`src/rtl/core/reliable_datagram_tracker_macros.svh`:
```
// assertion macros for the datagram tracker
`ifndef RELIABLE_DATAGRAM_TRACKER_MACROS_SVH
`define RELIABLE_DATAGRAM_TRACKER_MACROS_SVH
`ifndef SYNTHESIS
`define RDT_ASSERT_IMP(lbl, clk, rstn, ante, cons) \
    lbl: assert property (@(posedge clk) disable iff (!(rstn)) (ante) |-> (cons)) \
        else $error("same-cycle check failed");
`define RDT_ASSERT_NXT(lbl, clk, rstn, ante, cons) \
    lbl: assert property (@(posedge clk) disable iff (!(rstn)) (ante) |=> (cons)) \
        else $error("next-cycle check failed");
`else
`define RDT_ASSERT_IMP(lbl, clk, rstn, ante, cons)
`define RDT_ASSERT_NXT(lbl, clk, rstn, ante, cons)
`endif
`endif

```
`src/rtl/core/rdt_pkg.sv`:
```
package rdt_pkg;

    localparam int OP_W      = 2;
    localparam int PEER_W    = 48;
    localparam int SEQ_W     = 32;
    localparam int TMR_W     = 20;
    localparam int EV_W      = 4;
    localparam int SLOT_W    = 5;
    localparam int CFG_IDX_W = 4;

    localparam int OUT_ENTRIES_DEF = 16;
    localparam int IN_ENTRIES_DEF  = 32;

    localparam logic [TMR_W-1:0] RETX_RST = 20'd100;
    localparam logic [TMR_W-1:0] RSV_RST  = 20'd60000;

    localparam logic [CFG_IDX_W-1:0] CFG_RETX = 4'd0;
    localparam logic [CFG_IDX_W-1:0] CFG_RSV  = 4'd1;

    typedef enum logic [OP_W-1:0] {
        OP_SEND = 2'd0,
        OP_DATA = 2'd1,
        OP_ACK  = 2'd2,
        OP_TICK = 2'd3
    } t_op;

    typedef enum logic [EV_W-1:0] {
        EV_ADDED     = 4'd0,
        EV_REPLACED  = 4'd1,
        EV_OUT_FULL  = 4'd2,
        EV_NEW       = 4'd3,
        EV_DUP       = 4'd4,
        EV_NEW_NOREC = 4'd5,
        EV_ACKED     = 4'd6,
        EV_UNK_ACK   = 4'd7,
        EV_RESEND    = 4'd8,
        EV_IDLE_TICK = 4'd9
    } t_ev;

    typedef struct packed {
        logic              v;
        logic [PEER_W-1:0] peer;
        logic [SEQ_W-1:0]  seq;
        logic [TMR_W-1:0]  tmr;
    } t_ent;

    typedef struct packed {
        logic [EV_W-1:0]   ev;
        logic [PEER_W-1:0] peer;
        logic [SEQ_W-1:0]  seq;
        logic [SLOT_W-1:0] slot;
        logic              ack;
        logic              dlv;
        logic              last;
    } t_res;

    typedef struct packed {
        logic take;
        logic idx_zero;
        logic idx_inc;
        logic clr;
        logic all;
        logic rd;
        logic tin;
        logic lk_eval;
        logic act;
        logic tick_wb;
        logic tev;
        logic fin;
    } t_cmd;

    typedef struct packed {
        logic            last;
        logic [OP_W-1:0] op;
        logic            expire;
        logic            pend;
        logic            out_free;
    } t_sts;

endpackage

```
`src/rtl/core/rdt_ctrl.sv`:
```
`include "reliable_datagram_tracker_macros.svh"

module rdt_ctrl (
    input  logic                     i_clk,
    input  logic                     i_rst_n,
    input  logic                     i_in_valid,
    input  logic [rdt_pkg::OP_W-1:0] i_in_op,
    input  rdt_pkg::t_sts            i_sts,
    output rdt_pkg::t_cmd            o_cmd,
    output logic                     o_in_ready
);

    typedef enum logic [3:0] {
        S_CLR,
        S_IDLE,
        S_LOOK,
        S_LOOK_END,
        S_ACT,
        S_TIN,
        S_TIN_END,
        S_TOUT_RD,
        S_TOUT_EV,
        S_TFIN
    } t_state;

    t_state r_state;
    t_state n_state;
    logic   lk_in;

    assign lk_in      = (i_sts.op == rdt_pkg::OP_DATA);
    assign o_in_ready = (r_state == S_IDLE);

    always_comb begin
        n_state = r_state;
        o_cmd   = '0;
        unique case (r_state)
            S_CLR: begin
                o_cmd.clr = 1'b1;
                o_cmd.all = 1'b1;
                if (i_sts.last) begin
                    n_state = S_IDLE;
                end else begin
                    o_cmd.idx_inc = 1'b1;
                end
            end
            S_IDLE: begin
                if (i_in_valid) begin
                    o_cmd.take     = 1'b1;
                    o_cmd.idx_zero = 1'b1;
                    n_state = (i_in_op == rdt_pkg::OP_TICK) ? S_TIN : S_LOOK;
                end
            end
            S_LOOK: begin
                o_cmd.rd      = 1'b1;
                o_cmd.tin     = lk_in;
                o_cmd.lk_eval = 1'b1;
                if (i_sts.last) begin
                    n_state = S_LOOK_END;
                end else begin
                    o_cmd.idx_inc = 1'b1;
                end
            end
            S_LOOK_END: begin
                o_cmd.tin     = lk_in;
                o_cmd.lk_eval = 1'b1;
                n_state       = S_ACT;
            end
            S_ACT: begin
                if (i_sts.out_free) begin
                    o_cmd.act = 1'b1;
                    n_state   = S_IDLE;
                end
            end
            S_TIN: begin
                o_cmd.rd      = 1'b1;
                o_cmd.tin     = 1'b1;
                o_cmd.tick_wb = 1'b1;
                if (i_sts.last) begin
                    n_state = S_TIN_END;
                end else begin
                    o_cmd.idx_inc = 1'b1;
                end
            end
            S_TIN_END: begin
                o_cmd.tick_wb  = 1'b1;
                o_cmd.idx_zero = 1'b1;
                n_state        = S_TOUT_RD;
            end
            S_TOUT_RD: begin
                o_cmd.rd = 1'b1;
                n_state  = S_TOUT_EV;
            end
            S_TOUT_EV: begin
                if (!(i_sts.expire && i_sts.pend && !i_sts.out_free)) begin
                    o_cmd.tev = 1'b1;
                    if (i_sts.last) begin
                        n_state = S_TFIN;
                    end else begin
                        o_cmd.idx_inc = 1'b1;
                        n_state       = S_TOUT_RD;
                    end
                end
            end
            S_TFIN: begin
                if (i_sts.out_free) begin
                    o_cmd.fin = 1'b1;
                    n_state   = S_IDLE;
                end
            end
            default: begin
                n_state = S_CLR;
            end
        endcase
    end

    always_ff @(posedge i_clk) begin
        if (!i_rst_n) begin
            r_state <= S_CLR;
        end else begin
            r_state <= n_state;
        end
    end

    `RDT_ASSERT_IMP(a_act_free, i_clk, i_rst_n, o_cmd.act, i_sts.out_free)
    `RDT_ASSERT_IMP(a_fin_free, i_clk, i_rst_n, o_cmd.fin, i_sts.out_free)
    `RDT_ASSERT_IMP(a_resend_free, i_clk, i_rst_n, o_cmd.tev && i_sts.expire && i_sts.pend, i_sts.out_free)
    `RDT_ASSERT_NXT(a_clr_done, i_clk, i_rst_n, r_state == S_CLR && i_sts.last, r_state == S_IDLE)

endmodule

```
`config.mk`:
```
export PLATFORM = sky130hd
export DESIGN_NAME = rdt_ctrl
export DESIGN_NICKNAME = d
export VERILOG_FILES = /design/src/rtl/core/rdt_pkg.sv /design/src/rtl/core/rdt_ctrl.sv
export VERILOG_INCLUDE_DIRS = /design/src /design/src/rtl/core
export SDC_FILE = /design/constraint.sdc
export NUM_CORES = 1
export LEC_CHECK = 0
export BUFFER_PORTS_ARGS = -buffer_cell sky130_fd_sc_hd__buf_2
export CAP_MARGIN = 20
export CORE_MARGIN = 4
export CORE_UTILIZATION = 40
export DETAILED_ROUTE_END_ITERATION = 8
export GPL_ROUTABILITY_DRIVEN = 0
export PLACE_DENSITY = 0.69
export SLEW_MARGIN = 20
export SYNTH_ARGS = -nofsm -noshare
export SYNTH_HDL_FRONTEND = slang
export SYNTH_SLANG_ARGS = --single-unit
```
`constraint.sdc`:
```
create_clock -name i_clk -period 1.8 [get_ports i_clk]
set_input_delay 0.09 -clock i_clk [delete_from_list [all_inputs] [get_ports i_clk]]
set_output_delay 0.09 -clock i_clk [all_outputs]
set_load 0.05 [all_outputs]
```
==> impl_metrics.env <==
export IMPL_status="completed"
export IMPL_postCtsSetupRepairBufs=0
export IMPL_die_area_um2=2090
export IMPL_fmax_mhz=578
export IMPL_synth_warning_count=0
export IMPL_synth_top_cell_by_area="dfxtp_1"
export IMPL_io_pins=24
export IMPL_drtIter0Drc=10
export IMPL_syn_avg_cell_area_um2=7.69
export IMPL_reg2reg_depth=4
export IMPL_syn_nets=85
export IMPL_finalMaxSlewViolations=0
export IMPL_synth_simple_gate_area_frac=0.451
export IMPL_worst_ep_required_time_ns=1.71
export IMPL_critPathKind="flip-flop to primary output"
export IMPL_start_util=0.432
export IMPL_wire_per_inst_um=13.0
export IMPL_drc=0
export IMPL_synth_seq_cells=4
export IMPL_rows=13
export IMPL_reg_top3="r_state: 4 flops"
export IMPL_hp_class="input port to flip-flop"
export IMPL_cts_buffers=3
export IMPL_ys_types=37
export IMPL_setup_violations=0
export IMPL_fp_coreArea_um2=1320
export IMPL_grt_overflow_total=0
export IMPL_ant_nets=0
export IMPL_postCtsHoldBufs=0
export IMPL_drtPass1Iterations=4
export IMPL_fin_cells=113
export IMPL_crit_path_end_kind="primary output"
export IMPL_slew_headroom=0.756
export IMPL_die_w_um=45.7
export IMPL_yosys_area_top_type_share=0.141
export IMPL_fin_crit_sh=0.961
export IMPL_arrival_ns=1.64
export IMPL_worst_pin_slew_ns=0.365
export IMPL_clk_pin_slew_ns=0.04
export IMPL_postSynthCellCount=74
export IMPL_finalWirelength_mm=1.47
export IMPL_synth_top_family_by_area="simple AND/OR/NAND/NOR gates"
export IMPL_drive_gt1_frac=0.480
export IMPL_via_per_inst=5.83
export IMPL_via_count=659
export IMPL_largest_register="r_state"
export IMPL_whs_path_depth=2
export IMPL_top_usage_layer="met2"
export IMPL_synth_area_um2=569
export IMPL_place_port_buffers=23
export IMPL_grtUsageTotal=0.159
export IMPL_grt_max_degree=12
export IMPL_largest_register_ffs=4
export IMPL_rsz0062_at_grt="false"
export IMPL_clock_path_buffers=2
export IMPL_irDropWorstVdd_mv=0.944
export IMPL_gr_usage_met1=0.202
export IMPL_hpwlAfterDp_mm=1.18
export IMPL_clock_insertion_delay_worst_skew_ns=0.23
export IMPL_ys_top_cells_by_area="dfxtp_1, nor4b_2, nor2_1"
export IMPL_power_density_nw_per_um2=2220
export IMPL_synthAdderAreaFrac=0
export IMPL_grtUsageMet3=0.0435
export IMPL_worstSetupStartpointType="flip-flop"
export IMPL_grt_pass1_vias=614
export IMPL_use_met2=0.265
export IMPL_synth_mux_area_frac=0
export IMPL_synth_compound_area_share=0.270
export IMPL_fin_crit_ns=1.73
export IMPL_final_nets=111
export IMPL_clock_sinks=4
export IMPL_final_util=0.561
export IMPL_cap_violations=0
export IMPL_antenna_cells=0
export IMPL_cts_tree="yes"
export IMPL_root_buffer="clkbuf_4"
export IMPL_fin_skew_ns=0.00315
export IMPL_grt_pass1_wl_mm=2.53
export IMPL_synth_xor_area_frac=0.0154
export IMPL_leakagePower_nw=0.324
export IMPL_die_h_um=45.7
export IMPL_htree_levels=1
export IMPL_path_max_fanout=11
export IMPL_hold_viol=0
export IMPL_antenna_found_initial=0
export IMPL_placed_cells=110
export IMPL_synthToLayoutAreaGrowth_pct=29.9
export IMPL_seq_area_frac_synth=0.141
## kinds of logic (layout without fill, tap and decap cells)
kind of cell / Yosys count / in the layout
simple gates: 39 / 39
buf+inv: 12 / 36
compound gates: 18 / 18
flops: 4 / 4
xor+xnor: 1 / 1
## layer usage
layer,vias up,routed length (µm)
li1,327,-
met1,292,639
met2,32,682
met3,8,130
met4,0,19
met5,-,0
## final timing paths
kind,from,end,slack (ns)
setup reg to reg,r_state[2],r_state[0],0.13
setup / recovery,r_state[2],o_cmd[9],0.07
hold reg to reg,r_state[0],r_state[0],0.65
hold / removal,i_rst_n,r_state[0],0.15
## worst max-delay path, cell delays in order, from the launching register on
cell	delay, ns
dfxtp_1	0.53
nand3b_1	0.17
a211o_1	0.39
o31ai_4	0.08
buf_4	0.23
## final cells by class
| type | count | area (µm²) |
|---|---|---|
| fill | 138 | 578 |
| multi-input combinational | 58 | 442 |
| timing repair buffer | 28 | 155 |
| sequential | 4 | 82.6 |
| clock buffer | 3 | 22.5 |
| inverter | 5 | 18.8 |
| tap | 15 | 18.8 |
## cells in the mapped netlist (all sizes together)
cell and instances:
a311oi 2, or3 1, or2 1, nor4 1
and3b 1, nand2b 1, a211oi 3, o21ai 1
clkbuf 1, inv 5, a32o 1, buf 6
and2 2, nor2 12, a211o 1, a21oi 4
xnor2 1, dfxtp 4, and4bb 1, a31oi 4
nand4 2, o31ai 2, or4b 2, and4 1
nand2 6, nor4b 4, nand3b 1, and3 1
nor3 2
## cells in the final DEF, fill, tap and decap left out, types with 2 or more instances in the layout
master	Yosys	final
a211oi_2	2	2
a31oi_1	4	4
nor4b_2	3	3
a21oi_1	4	4
dfxtp_1	4	2
nand2_1	6	6
o31ai_4	1	2
dfxtp_2	0	2
and2_1	2	2
buf_4	2	6
nand4_1	2	2
nor2_1	11	10
clkbuf_4	0	3
buf_2	2	22
inv_1	5	5
nor2_2	1	2
nor3_1	2	2
## timing repair
| action | 4_1_cts | 5_1_grt |
|---|---|---|
| cloned | 0 | 0 |
| gates resized for setup | 1 | 3 |
| setup endpoints to repair | 1 | 2 |
## power by group
group / internal [mW] / switching [mW]
clock: 0.0745 / 0.0351
sequential: 0.134 / 0.0993
combinational: 0.438 / 0.858
## stage by stage
stage	hold WS (ns)	worst slack (ns)	area [µm²]	setup TNS, ns	power [mW]
finish	0.151	0.0694	739	0	1.64
global route	0.158	0.00207	739	0	1.75
CTS	0.149	0.0325	734	0	1.63
detailed placement	0.388	0.156	709	0	1.51
global placement	0.359	0.201	709	0	1.50
floorplan	0.252	-0.341	589	-0.806	1.31
No activity file was read; power rests on OpenSTA's default activity.
